**src/tli_pkg.sv**
```systemverilog
// Shared types and constants for the table linear interpolator.
`default_nettype none
package tli_pkg;

  localparam int DATA_W  = 32;
  localparam int CMD_W   = 2;
  localparam int ROW_W   = 4;
  localparam int STAT_W  = 2;
  localparam int COUNT_W = 5;
  localparam int ADDR_W  = 3;
  localparam int APB_W   = 32;

  localparam logic [COUNT_W-1:0] ROW_COUNT_RESET = 5'd2;

  // register index decoded from paddr[ADDR_W-1:2]
  localparam logic REG_ROW_COUNT = 1'b0;

  typedef enum logic [CMD_W-1:0] {
    CMD_LOAD    = 2'd0,
    CMD_FORWARD = 2'd1,
    CMD_INV_INC = 2'd2,
    CMD_INV_DEC = 2'd3
  } cmd_t;

  typedef enum logic [STAT_W-1:0] {
    STAT_OK         = 2'd0,
    STAT_OUTSIDE    = 2'd1,
    STAT_ZERO_WIDTH = 2'd2
  } status_t;

  typedef enum logic [3:0] {
    ST_IDLE,
    ST_SEARCH,
    ST_CMP,
    ST_LOW,
    ST_HIGH,
    ST_MUL,
    ST_LOAD,
    ST_DIV,
    ST_SUM,
    ST_DONE
  } state_t;

endpackage
`default_nettype wire

```
**src/tli_ifs.sv**
```systemverilog
// Valid/ready channel interfaces for request and response words.
`default_nettype none
interface tli_req_if
  import tli_pkg::*;
  ();
  logic              valid;
  logic              ready;
  logic [CMD_W-1:0]  command;
  logic [ROW_W-1:0]  row_index;
  logic [DATA_W-1:0] x_value;
  logic [DATA_W-1:0] y_value;
  logic [DATA_W-1:0] query_value;

  modport source (output valid, command, row_index, x_value, y_value, query_value,
                  input ready);
  modport sink   (input valid, command, row_index, x_value, y_value, query_value,
                  output ready);
endinterface

interface tli_rsp_if
  import tli_pkg::*;
  ();
  logic              valid;
  logic              ready;
  logic [DATA_W-1:0] result_value;
  logic [STAT_W-1:0] status;

  modport source (output valid, result_value, status, input ready);
  modport sink   (input valid, result_value, status, output ready);
endinterface
`default_nettype wire

```
**src/tli_divider.sv**
```systemverilog
// Restoring divider, one quotient bit per cycle, 64 by 32 with 32-bit quotient.
`default_nettype none
module tli_divider
  import tli_pkg::*;
(
  input  wire logic                  clk,
  input  wire logic                  rst,
  input  wire logic                  start,
  input  wire logic [2*DATA_W-1:0]   dividend,
  input  wire logic [DATA_W-1:0]     divisor,
  output logic                       done,
  output logic [DATA_W-1:0]          quotient
);

  localparam int CNT_W = $clog2(DATA_W + 1);

  logic [DATA_W-1:0] rem;
  logic [DATA_W-1:0] dvd;
  logic [CNT_W-1:0]  cnt;
  logic              busy;

  logic [DATA_W:0]   trial;
  logic              fits;
  logic [DATA_W-1:0] rem_next;

  // caller guarantees dividend[63:32] < divisor, so the quotient fits
  always_comb begin
    trial    = {rem, dvd[DATA_W-1]};
    fits     = trial >= {1'b0, divisor};
    rem_next = fits ? DATA_W'(trial - {1'b0, divisor}) : trial[DATA_W-1:0];
  end

  always_ff @(posedge clk) begin
    if (rst) begin
      busy <= 1'b0;
      done <= 1'b0;
      cnt  <= '0;
    end else begin
      if (start) begin
        busy <= 1'b1;
        done <= 1'b0;
        cnt  <= CNT_W'(DATA_W);
      end else if (busy) begin
        cnt  <= cnt - CNT_W'(1);
        busy <= (cnt != CNT_W'(1));
        done <= (cnt == CNT_W'(1));
      end else begin
        done <= 1'b0;
      end
    end
  end

  always_ff @(posedge clk) begin
    if (start) begin
      rem <= dividend[2*DATA_W-1:DATA_W];
      dvd <= dividend[DATA_W-1:0];
    end else if (busy) begin
      rem      <= rem_next;
      dvd      <= {dvd[DATA_W-2:0], 1'b0};
      quotient <= {quotient[DATA_W-2:0], fits};
    end
  end

endmodule
`default_nettype wire

```
**src/table_linear_interpolator.sv**
```systemverilog
// Table linear interpolator: breakpoint table, binary search and serial interpolation.
//
// Holds up to MAX_ROWS (x, y) rows of signed fixed point. A load word (command 0)
// writes one row and gives no response. A query word searches the
// first row_count rows (clamped to 2..MAX_ROWS) for the bracketing segment, on x for
// forward mode or on y (rising or falling) for the inverse modes, then returns
// (q-a0)*(b1-b0)/(a1-a0)+b0 truncated toward zero, with status ok, outside table
// (result zero) or zero-width segment (lower endpoint returned). The search makes C
// compared probes, where C runs from 1 to ceil(log2(row_count))+1; each compared
// probe is a registered table read and a compare. Two row reads follow. A miss or a
// zero-width segment goes straight to the response. An interpolation adds one 32x32
// multiply, a divider start, the one-bit-per-cycle divider (32 quotient bits and its
// done flag), an add and a post. The sequencer passes through idle before the next
// word is taken. The request side stays not-ready while a query is in flight; a
// finished response waits in an output register, so the next word is taken even
// while the response is not yet accepted.
// Table rows are undefined until loaded; no clearing pass runs after reset.
// row_count sits at APB byte address 0 and reads back.
`default_nettype none
module table_linear_interpolator
  import tli_pkg::*;
#(
  parameter int MAX_ROWS      = 16,
  parameter int FRACTION_BITS = 16
) (
  input  wire logic              clk,
  input  wire logic              rst,
  input  wire logic              psel,
  input  wire logic              penable,
  input  wire logic              pwrite,
  input  wire logic [ADDR_W-1:0] paddr,
  input  wire logic [APB_W-1:0]  pwdata,
  output logic      [APB_W-1:0]  prdata,
  output logic                   pready,
  tli_req_if.sink                req,
  tli_rsp_if.source              rsp
);

  localparam int AW = (MAX_ROWS > 1) ? $clog2(MAX_ROWS) : 1;
  localparam int CW = AW + COUNT_W;
  // binary point position does not enter the arithmetic; kept for the data format
  localparam int INT_BITS = DATA_W - FRACTION_BITS;

  // ---------------- configuration ----------------
  logic [COUNT_W-1:0] row_count;
  logic               reg_sel;

  assign pready  = 1'b1;
  assign reg_sel = (paddr[ADDR_W-1:2] == REG_ROW_COUNT) && (INT_BITS > 0);

  always_ff @(posedge clk) begin
    if (rst) begin
      row_count <= ROW_COUNT_RESET;
    end else if (psel && penable && pwrite && pready && reg_sel) begin
      row_count <= pwdata[COUNT_W-1:0];
    end
  end

  assign prdata = reg_sel ? APB_W'(row_count) : '0;

  // last usable row index, row count clamped to 2..MAX_ROWS
  logic [CW-1:0] rc_ext;
  logic [AW-1:0] last_idx;

  always_comb begin
    rc_ext = CW'(row_count);
    if (rc_ext < CW'(2)) begin
      last_idx = AW'(1);
    end else if (rc_ext > CW'(MAX_ROWS)) begin
      last_idx = AW'(MAX_ROWS - 1);
    end else begin
      last_idx = AW'(rc_ext - CW'(1));
    end
  end

  // ---------------- table memory ----------------
  logic [DATA_W-1:0] x_mem [MAX_ROWS];
  logic [DATA_W-1:0] y_mem [MAX_ROWS];
  logic [DATA_W-1:0] rd_x;
  logic [DATA_W-1:0] rd_y;
  logic [AW-1:0]     raddr;
  logic              mem_we;
  logic [AW-1:0]     waddr;
  logic              row_ok;

  assign waddr  = AW'(req.row_index);
  assign row_ok = (CW'(req.row_index) < CW'(MAX_ROWS));

  always_ff @(posedge clk) begin
    if (mem_we) begin
      x_mem[waddr] <= req.x_value;
      y_mem[waddr] <= req.y_value;
    end
    rd_x <= x_mem[raddr];
    rd_y <= y_mem[raddr];
  end

  // ---------------- sequencer ----------------
  state_t state, state_next;

  cmd_t                mode;
  logic signed [DATA_W-1:0] q;
  logic [AW-1:0]       lo, hi, mid;
  logic [AW:0]         lo_hi_sum;
  logic [AW-1:0]       probe;
  logic signed [DATA_W-1:0] key_rd, val_rd;
  logic                falling;
  logic                go_low;

  logic signed [DATA_W-1:0] k0, v0;
  logic                in_seg, flat;
  logic [DATA_W-1:0]   dq_mag, db_mag, da_mag;
  logic                neg;
  logic [2*DATA_W-1:0] prod;

  logic                div_start, div_done;
  logic [DATA_W-1:0]   quo;

  status_t             res_status;
  logic [DATA_W-1:0]   res_value;
  logic                out_valid;
  logic                out_load;

  function automatic logic [DATA_W-1:0] mag33(input logic [DATA_W:0] d);
    logic [DATA_W:0] n;
    begin
      n = d[DATA_W] ? (~d + 1'b1) : d;
      return n[DATA_W-1:0];
    end
  endfunction

  assign lo_hi_sum = {1'b0, lo} + {1'b0, hi};
  assign probe     = lo_hi_sum[AW:1];
  assign falling   = (mode == CMD_INV_DEC);
  assign key_rd    = (mode == CMD_FORWARD) ? rd_x : rd_y;
  assign val_rd    = (mode == CMD_FORWARD) ? rd_y : rd_x;
  assign go_low    = falling ? (q <= key_rd) : (q >= key_rd);
  assign out_load  = (state == ST_DONE) && (!out_valid || rsp.ready);

  // with k0 latched and row mid+1 on the read port
  always_comb begin
    if (falling) begin
      in_seg = (q <= k0) && (q >= key_rd);
    end else begin
      in_seg = (q >= k0) && (q <= key_rd);
    end
    flat = (k0 == key_rd);
  end

  always_ff @(posedge clk) begin
    if (rst) begin
      state <= ST_IDLE;
    end else begin
      state <= state_next;
    end
  end

  always_comb begin
    state_next = state;
    req.ready  = 1'b0;
    mem_we     = 1'b0;
    div_start  = 1'b0;
    raddr      = mid;
    unique case (state)
      ST_IDLE: begin
        req.ready = 1'b1;
        if (req.valid) begin
          unique case (cmd_t'(req.command)) inside
            CMD_LOAD: begin
              mem_we = row_ok;
            end
            CMD_FORWARD, CMD_INV_INC, CMD_INV_DEC: begin
              state_next = ST_SEARCH;
            end
          endcase
        end
      end
      ST_SEARCH: begin
        raddr      = probe;
        state_next = (probe == mid) ? ST_LOW : ST_CMP;
      end
      ST_CMP:  state_next = ST_SEARCH;
      ST_LOW: begin
        raddr      = mid + AW'(1);
        state_next = ST_HIGH;
      end
      ST_HIGH: state_next = (!in_seg || flat) ? ST_DONE : ST_MUL;
      ST_MUL:  state_next = ST_LOAD;
      ST_LOAD: begin
        div_start  = 1'b1;
        state_next = ST_DIV;
      end
      ST_DIV:  state_next = div_done ? ST_SUM : ST_DIV;
      ST_SUM:  state_next = ST_DONE;
      ST_DONE: state_next = out_load ? ST_IDLE : ST_DONE;
      default: state_next = ST_IDLE;
    endcase
  end

  // ---------------- datapath ----------------
  logic [DATA_W:0]   dq_w, db_w, da_w;
  logic [DATA_W+1:0] delta, sum;

  always_comb begin
    dq_w  = {q[DATA_W-1], q} - {k0[DATA_W-1], k0};
    da_w  = {key_rd[DATA_W-1], key_rd} - {k0[DATA_W-1], k0};
    db_w  = {val_rd[DATA_W-1], val_rd} - {v0[DATA_W-1], v0};
    delta = neg ? (~{2'b00, quo} + 1'b1) : {2'b00, quo};
    sum   = {{2{v0[DATA_W-1]}}, v0} + delta;
  end

  always_ff @(posedge clk) begin
    unique case (state)
      ST_IDLE: begin
        mode <= cmd_t'(req.command);
        q    <= req.query_value;
        lo   <= '0;
        hi   <= last_idx;
        mid  <= last_idx;
      end
      ST_SEARCH: begin
        mid <= probe;
      end
      ST_CMP: begin
        if (go_low) begin
          lo <= mid;
        end else begin
          hi <= mid;
        end
      end
      ST_LOW: begin
        k0 <= key_rd;
        v0 <= val_rd;
      end
      ST_HIGH: begin
        dq_mag <= mag33(dq_w);
        da_mag <= mag33(da_w);
        db_mag <= mag33(db_w);
        neg    <= dq_w[DATA_W] ^ da_w[DATA_W] ^ db_w[DATA_W];
        if (!in_seg) begin
          res_status <= STAT_OUTSIDE;
          res_value  <= '0;
        end else if (flat) begin
          res_status <= STAT_ZERO_WIDTH;
          res_value  <= v0;
        end else begin
          res_status <= STAT_OK;
        end
      end
      ST_MUL: begin
        prod <= dq_mag * db_mag;
      end
      ST_SUM: begin
        res_value <= sum[DATA_W-1:0];
      end
      default: begin
      end
    endcase
  end

  tli_divider u_div (
    .clk      (clk),
    .rst      (rst),
    .start    (div_start),
    .dividend (prod),
    .divisor  (da_mag),
    .done     (div_done),
    .quotient (quo)
  );

  // ---------------- response register ----------------
  always_ff @(posedge clk) begin
    if (rst) begin
      out_valid <= 1'b0;
    end else if (out_load) begin
      out_valid <= 1'b1;
    end else if (rsp.ready) begin
      out_valid <= 1'b0;
    end
  end

  always_ff @(posedge clk) begin
    if (out_load) begin
      rsp.result_value <= res_value;
      rsp.status       <= res_status;
    end
  end

  assign rsp.valid = out_valid;

`ifndef SYNTHESIS
  a_rsp_from_done: assert property (@(posedge clk) disable iff (rst)
    $rose(out_valid) |-> $past(state == ST_DONE))
    else $error("response raised outside the done state");

  a_mid_in_range: assert property (@(posedge clk) disable iff (rst)
    (state == ST_LOW) |-> (mid < last_idx))
    else $error("segment index beyond last row");

  a_search_order: assert property (@(posedge clk) disable iff (rst)
    (state == ST_SEARCH) |-> (lo <= hi))
    else $error("search bounds crossed");

  a_div_done_in_div: assert property (@(posedge clk) disable iff (rst)
    div_done |-> (state == ST_DIV))
    else $error("divider finished outside the divide state");
`endif

endmodule
`default_nettype wire

```
**src/flat_wrapper.sv**
```systemverilog
// flat-port wrapper written by rule: the top's interface ports become plain ports
module table_linear_interpolator_flat import tli_pkg::*;
#(
  parameter int MAX_ROWS      = 16,
  parameter int FRACTION_BITS = 16
)
  (clk, rst, psel, penable, pwrite, paddr, pwdata, prdata, pready, req_valid, req_command, req_row_index, req_x_value, req_y_value, req_query_value, req_ready, rsp_valid, rsp_result_value, rsp_status, rsp_ready);
  tli_req_if req_i ();
  tli_rsp_if rsp_i ();
  input  wire logic clk;
  input  wire logic rst;
  input  wire logic psel;
  input  wire logic penable;
  input  wire logic pwrite;
  input  wire logic [ADDR_W-1:0] paddr;
  input  wire logic [APB_W-1:0] pwdata;
  output logic      [APB_W-1:0] prdata;
  output logic pready;
  input wire logic [$bits(req_i.valid)-1:0] req_valid;
  input wire logic [$bits(req_i.command)-1:0] req_command;
  input wire logic [$bits(req_i.row_index)-1:0] req_row_index;
  input wire logic [$bits(req_i.x_value)-1:0] req_x_value;
  input wire logic [$bits(req_i.y_value)-1:0] req_y_value;
  input wire logic [$bits(req_i.query_value)-1:0] req_query_value;
  output wire logic [$bits(req_i.ready)-1:0] req_ready;
  output wire logic [$bits(rsp_i.valid)-1:0] rsp_valid;
  output wire logic [$bits(rsp_i.result_value)-1:0] rsp_result_value;
  output wire logic [$bits(rsp_i.status)-1:0] rsp_status;
  input wire logic [$bits(rsp_i.ready)-1:0] rsp_ready;
  assign req_i.valid = req_valid;
  assign req_i.command = req_command;
  assign req_i.row_index = req_row_index;
  assign req_i.x_value = req_x_value;
  assign req_i.y_value = req_y_value;
  assign req_i.query_value = req_query_value;
  assign req_ready = req_i.ready;
  assign rsp_valid = rsp_i.valid;
  assign rsp_result_value = rsp_i.result_value;
  assign rsp_status = rsp_i.status;
  assign rsp_i.ready = rsp_ready;
  table_linear_interpolator #(.MAX_ROWS(MAX_ROWS), .FRACTION_BITS(FRACTION_BITS)) u_core (.clk(clk), .rst(rst), .psel(psel), .penable(penable), .pwrite(pwrite), .paddr(paddr), .pwdata(pwdata), .prdata(prdata), .pready(pready), .req(req_i), .rsp(rsp_i));
endmodule
```
**config.mk**
```make
export PLATFORM = sky130hd
export DESIGN_NAME = table_linear_interpolator_flat
export DESIGN_NICKNAME = d
export VERILOG_FILES = /design/src/tli_pkg.sv /design/src/tli_ifs.sv /design/src/tli_divider.sv /design/src/table_linear_interpolator.sv /design/src/flat_wrapper.sv
export SDC_FILE = /design/constraint.sdc
export NUM_CORES = 2
export LEC_CHECK = 0
export BUFFER_PORTS_ARGS = -buffer_cell sky130_fd_sc_hd__buf_2
export CORE_MARGIN = 3
export CORE_UTILIZATION = 40
export CTS_CLUSTER_DIAMETER = 120
export CTS_CLUSTER_SIZE = 16
export DETAILED_ROUTE_END_ITERATION = 16
export HOLD_SLACK_MARGIN = 0.03
export PLACE_DENSITY_LB_ADDON = 0.12
export SETUP_SLACK_MARGIN = 0.05
export SLEW_MARGIN = 20
export SYNTH_ARGS = -nofsm -noshare
export SYNTH_HDL_FRONTEND = slang
export SYNTH_SLANG_ARGS = --single-unit
export TNS_END_PERCENT = 30
```
**constraint.sdc**
```tcl
create_clock -name clk -period 12.6 [get_ports clk]
set_input_delay 1.26 -clock clk [delete_from_list [all_inputs] [get_ports clk]]
set_output_delay 1.26 -clock clk [all_outputs]
set_load 0.005 [all_outputs]
```
Word level (Yosys, flattened, before mapping):

Memories as Yosys holds them, arrays and structs flattened. A register that Yosys moved wholly into a read port is not among the register bits.
Cells that the tools add are included.

* bitwise gates (word level): 9
* reductions and logical operators: 25
* shift operators: 0
* muxes and demuxes: 46
* equality and inequality tests: 23
* magnitude comparators: 7
* divide/modulo/power cells: 0
* add/sub/neg operators: 13
* multipliers: 1

Operator list (number)
* 32-bit two-way mux: 13
* 32-bit by 1-bit adder with 32-bit output (second input constant): 4
* 32-bit NOT: 4
* 32-bit by 32-bit subtractor with 33-bit output: 3
* 32-bit greater-or-equal comparator: 2
* 32-bit less-or-equal comparator: 2
* 32-bit by 32-bit multiplier with 64-bit output: 1
* 32-bit one-hot mux with 2 select lines: 1
* 4-bit one-hot mux with 10 select lines: 1
* 4-bit two-way mux: 9
* 33-bit by 32-bit greater-or-equal comparator with 1-bit output: 1
* 32-bit adder: 1
* 32-bit equality test: 1
* 4-bit one-hot mux with 2 select lines: 4
* 32-bit subtractor: 1
* 4-bit by 3-bit equality test with 1-bit output (second input constant): 4
* 1-bit two-way mux: 14
* 6-bit two-way mux: 2
* 2-bit AND reduction: 5
* 2-bit nonzero test: 5
* 4-bit by 2-bit equality test with 1-bit output (second input constant): 2
* 4-bit equality test (second input constant): 2
* 2-bit equality test (second input constant): 3
* 6-bit by 1-bit equality test with 1-bit output (second input constant): 1
* 24 further kinds: 38

* output and inout bits: 69
* bits in read-only memories: 0
* memories kept: 2
* logic and storage cells: 152
* flip-flop bits (word level): 453
* memory bits (writable): 1024
* latch bits: 0

Memories
* u_core.x_mem: words 16, width 32, rd ports 1, clocked after Yosys merged registers in 1, write ports 1, RTL line table_linear_interpolator.sv:77 `logic [DATA_W-1:0] x_mem [MAX_ROWS];`
* u_core.y_mem: words 16, width 32, rd ports 1, clocked after Yosys merged registers in 1, write ports 1, RTL line table_linear_interpolator.sv:78 `logic [DATA_W-1:0] y_mem [MAX_ROWS];`

Depth between registers and ports, before layout:

* depth after elaboration: 9
* gate-level depth with buffers: 29
* mapped depth without buffers: 27

Cells and area by module:

A second synthesis with hierarchy kept.

* cells, all modules: 9281
* area total of the unflattened synthesis: 104272.5 sq um

Modules (own cells, without submodules)
* table_linear_interpolator: area an instance 98180.4 sq um, sequential area each 42410.7 sq um, cells each 8732, instances 1
* tli_divider: area an instance 6092.1 sq um, sequential area each 3042.9 sq um, cells each 549, instances 1

Least setup slack after synthesis:

Ideal clock, no wire load.

* kind: register -> register
* from: register u_core.state[1]
* to: memory u_core.x_mem[0][0], enable pin
* data required time: 12.035 ns
* cell stages (with the launch flop): 8
* data arrival time: 8.704 ns
* buffers on the path: 2
* clock period less this slack: 9.269 ns
* setup slack: 3.331 ns
* library setup time: 0.565 ns
* cell sequence: dfxtp_1 > clkbuf_1 > or2_2 > clkbuf_1 > nor3_1 > nand3_1 > or3_1 > nor3_1

* longest elaborated chain between the ends: 4

RTL lines
* start: declaration: RTL line table_linear_interpolator.sv:99 `state_t state, state_next;`
* start signal: assignment: RTL line table_linear_interpolator.sv:154 `state <= state_next;`
* 4-bit zero test: RTL line table_linear_interpolator.sv:164 `unique case (state)`
* 1-bit two-way mux: RTL line table_linear_interpolator.sv:164
* 1-bit two-way mux: RTL line table_linear_interpolator.sv:90 `if (mem_we) begin`
* 1-bit two-way mux (not written as such): RTL line table_linear_interpolator.sv:91 `x_mem[waddr] <= req.x_value;`
* end: declaration: RTL line table_linear_interpolator.sv:77

No other way between the ends.

Worst setup path after layout:

* from: register u_core.dq_mag[21]
* to: register u_core.prod[63] (data pin)

* longest elaborated chain between the ends: 1

RTL lines
* start: declaration: RTL line table_linear_interpolator.sv:112 `logic [DATA_W-1:0] dq_mag, db_mag, da_mag;`
* start signal: assignment: RTL line table_linear_interpolator.sv:236 `dq_mag <= mag33(dq_w);`
* 32-bit by 32-bit multiplier with 64-bit output: RTL line table_linear_interpolator.sv:251 `prod <= dq_mag * db_mag;`
* end signal: assignment: RTL line table_linear_interpolator.sv:251
* end: declaration: RTL line table_linear_interpolator.sv:114 `logic [2*DATA_W-1:0] prod;`

No other way between the ends.
A chain may end at the register's enable or synchronous reset.

==> impl_metrics.yaml <==
power_and_ir_drop:
  p_leak_uw: 0.04363
  cellPowerDensity_nw_per_um2: 232.7
  switching_power_uw: 11520
  cell_internal_pwr_uw: 14200
  clock_power_share_pct: 13.2
  swShare_pct: 44.78
  pwr-share-seq_pct: 26.0
  comb_power_share_pct: 60.8
  vdd.ir_drop.worst_mv: 0.3076
synthesis:
  yosysMostFrequentCell: "edfxtp_1"
  synthSimpleGateAreaFrac_pct: 10.80
  synth_cell_types: 99
  syn_area_sq_um: 102700
  netlist_instances: 8359
  synth_area_per_cell_sq_um: 12.29
  ys_ff_latch: 1541
  yosys.area_share.adder_pct: 23.24
  synth_edf_count: 1459
  synth.area.mux_share_pct: 6.624
  synth_compound_area_share_pct: 6.906
  synth_xor_area_share_pct: 2.651
  ys_warn_count: 0
  yosysSeqAreaShare_pct: 44.24
  ys.flop_type: "edfxtp_1"
  ys_async_sr_fraction_pct: 0
  synth_top_family_by_area: "adder cells"
  synth_top_area_cell: "edfxtp_1"
  synthTopCellsByCount: "1,459 x edfxtp_1, 1,044 x inv_1, 902 x fa_1, 901 x nand2_1, 666 x and2_1"
  synth_top_area_share_pct: 42.64
  synth_area_leaders: "edfxtp_1 43%, fa_1 18%, ha_1 5.7%"
floorplanning:
  initial_utilization_pct: 40.31
  dieArea_sq_um: 263000
  core_sq_um: 254900
  ios: 213
  row_count: 185
  die_w_um: 512.8
  die_height_um: 512.8
sta:
  rsz0062_at_grt: "no"
  tightest_slew_ns: 1.180
  fin_setup_tns_ns: 0
  finalMaxSlewViolations: 0
  setup-violations-final: 0
  fin_skew_ns: 0.07074
  hold_viol_final: 0
  max_freq_mhz: 107.7
  fin_crit_ns: 9.283
  fin_crit_sh_pct: 73.68
  max_slew_margin_pct: 21.34
layout:
  top_regs: "u_core.x_mem x512, u_core.y_mem x512, u_core.prod x64"
  drive_above_1_share_pct: 9.610
  nets: 9856
  finish.utilization_pct: 43.35
  area_growth_pct: 7.539
critical_path:
  cp-end-kind: "register"
  cp_max_fo: 18
  crit_type: "register to register"
  start_kind: "register"
  cp_data_required_time_ns: 13.12
  arrival_ns: 9.80
  r2r_slack_ns: 3.32
global_routing:
  grt_start_max_net_pins: 129
  grt_usage_pct: 21.33
  gr-total-overflow: 0
  grt_pass1_wl_um: 426400
  grt_pass1_vias: 67270
  antenna_found_initial: 47
placement:
  gp_congestion: 0.8976
  port_buffers: 155
  hpwl_um: 198000
clock_tree:
  cts.sinks: 1541
  htree_levels: 3
  cts.clk_slew.worst_paths_ns: 0.08
  cts_tree: "built"
  cts_resized: 0
  ctsHoldBuffers: 0
  clockBufferDepth: 3
  numCtsBuffers: 106
  postCtsSetupBuffers: 0
  insertion_delay_ns: 0.79
  cts-root-buf: "clkbuf_16"
routing:
  vias: 63120
  first_iter_violations: 4077
  avgViaCountPerCell: 5.344
  post_drt_wl_per_cell_um: 23.57
  drt_first_pass_iters: 7
  drc_errors: 0
  routed_wl_um: 278400
  antenna_left: 0
hold_path:
  hold_class: "register to register"
job:
  drv_cap: 0
outcome:
  outcome: "completed"
cells by family (layout without fill, tap and decap cells):
logic type / after synthesis / after routing
AND/OR/NAND/NOR: 2231 / 2231
flip-flops: 1541 / 1541
buffers and inverters: 1475 / 1519
adder cells (fa/ha/maj): 1367 / 1367
AO/OA/AOI/OAI: 1081 / 1081
multiplexers: 351 / 351
XOR/XNOR: 311 / 311
other: 2 / 43
power groups by stage:
stage                     registers, uW  logic [uW]  clock network (uW)
after floorplan                    6630       10900                   0
after global placement             6820       15800                   0
after detailed placement           6820       15700                   0
after CTS                          6700       15900                3520
after global routing               6700       17300                3700
final                              6690       15600                3400
metal layers:
metal  part of all wire (%)  GRT usage [%]  wire length, um
met1                     42          27.21           116000
met2                     52          38.41           143600
met3                    3.8          2.260            10580
met4                    2.8          5.880             7868
met5                  0.092              0              256
layout make-up:
cell class,instances,area [sq um]
fill,23610,144400
multi-input combinational,5369,51940
sequential,1541,45450
tap,3366,4212
inverter,1045,3925
clock buffer,183,2963
timing repair buffer,282,1754
clock inverter,9,202.7
antenna,15,37.54
per-stage QoR:
step / power, uW / hold WS (ns) / setup WS [ns] / instances / instance area, sq um
after floorplan: 17500 / 0.4003 / 3.331 / 8385 / 102800
after global placement: 22570 / 0.4055 / 3.334 / 11600 / 107300
after detailed placement: 22490 / 0.4045 / 3.401 / 11600 / 107300
after CTS: 26100 / 0.4172 / 3.283 / 11800 / 110400
after global routing: 27730 / 0.4207 / 2.756 / 11800 / 110500
final: 25720 / 0.4156 / 3.317 / 11810 / 110500
cell usage in the layout (no fill, tap or decap), types with 107 or more instances in the layout:
cell	netlist	routed
edfxtp_1	1459	1459
inv_1	1044	1043
fa_1	902	902
nand2_1	901	900
and2_1	666	665
ha_1	465	465
a21oi_1	302	302
mux4_2	256	256
nor2_1	251	238
xnor2_1	195	195
buf_2	31	155
o21ai_0	147	146
a21o_1	144	143
buf_4	28	125
xor2_1	116	116
clkbuf_16	0	107
critical path, stage by stage, from the launching register on:
cell	delay, ns
edfxtp_1	0.98
buf_4	0.45
and2_1	0.21
fa_1	0.46
fa_1	0.53
inv_1	0.05
fa_1	0.45
fa_1	0.52
inv_1	0.05
fa_1	0.58
fa_1	0.45
fa_1	0.55
inv_1	0.07
fa_1	0.47
inv_1	0.05
ha_1	0.38
a21o_1	0.23
a211o_1	0.37
or3_1	0.33
a21o_1	0.24
a221o_1	0.37
o21ai_0	0.43
o21ai_0	0.24
mux2i_1	0.15
a2111oi_0	0.38
final timing paths:
path / from / endpoint / depth (start not counted)
max reg2reg: u_core.dq_mag[21] / u_core.prod[63] / 24
min: u_core.res_value[29] / u_core.rsp.result_value[29] / 0
min reg2reg: u_core.res_value[29] / u_core.rsp.result_value[29] / 0
max: u_core.dq_mag[21] / u_core.prod[63] / 24
(Power assumes the default switching activity.)
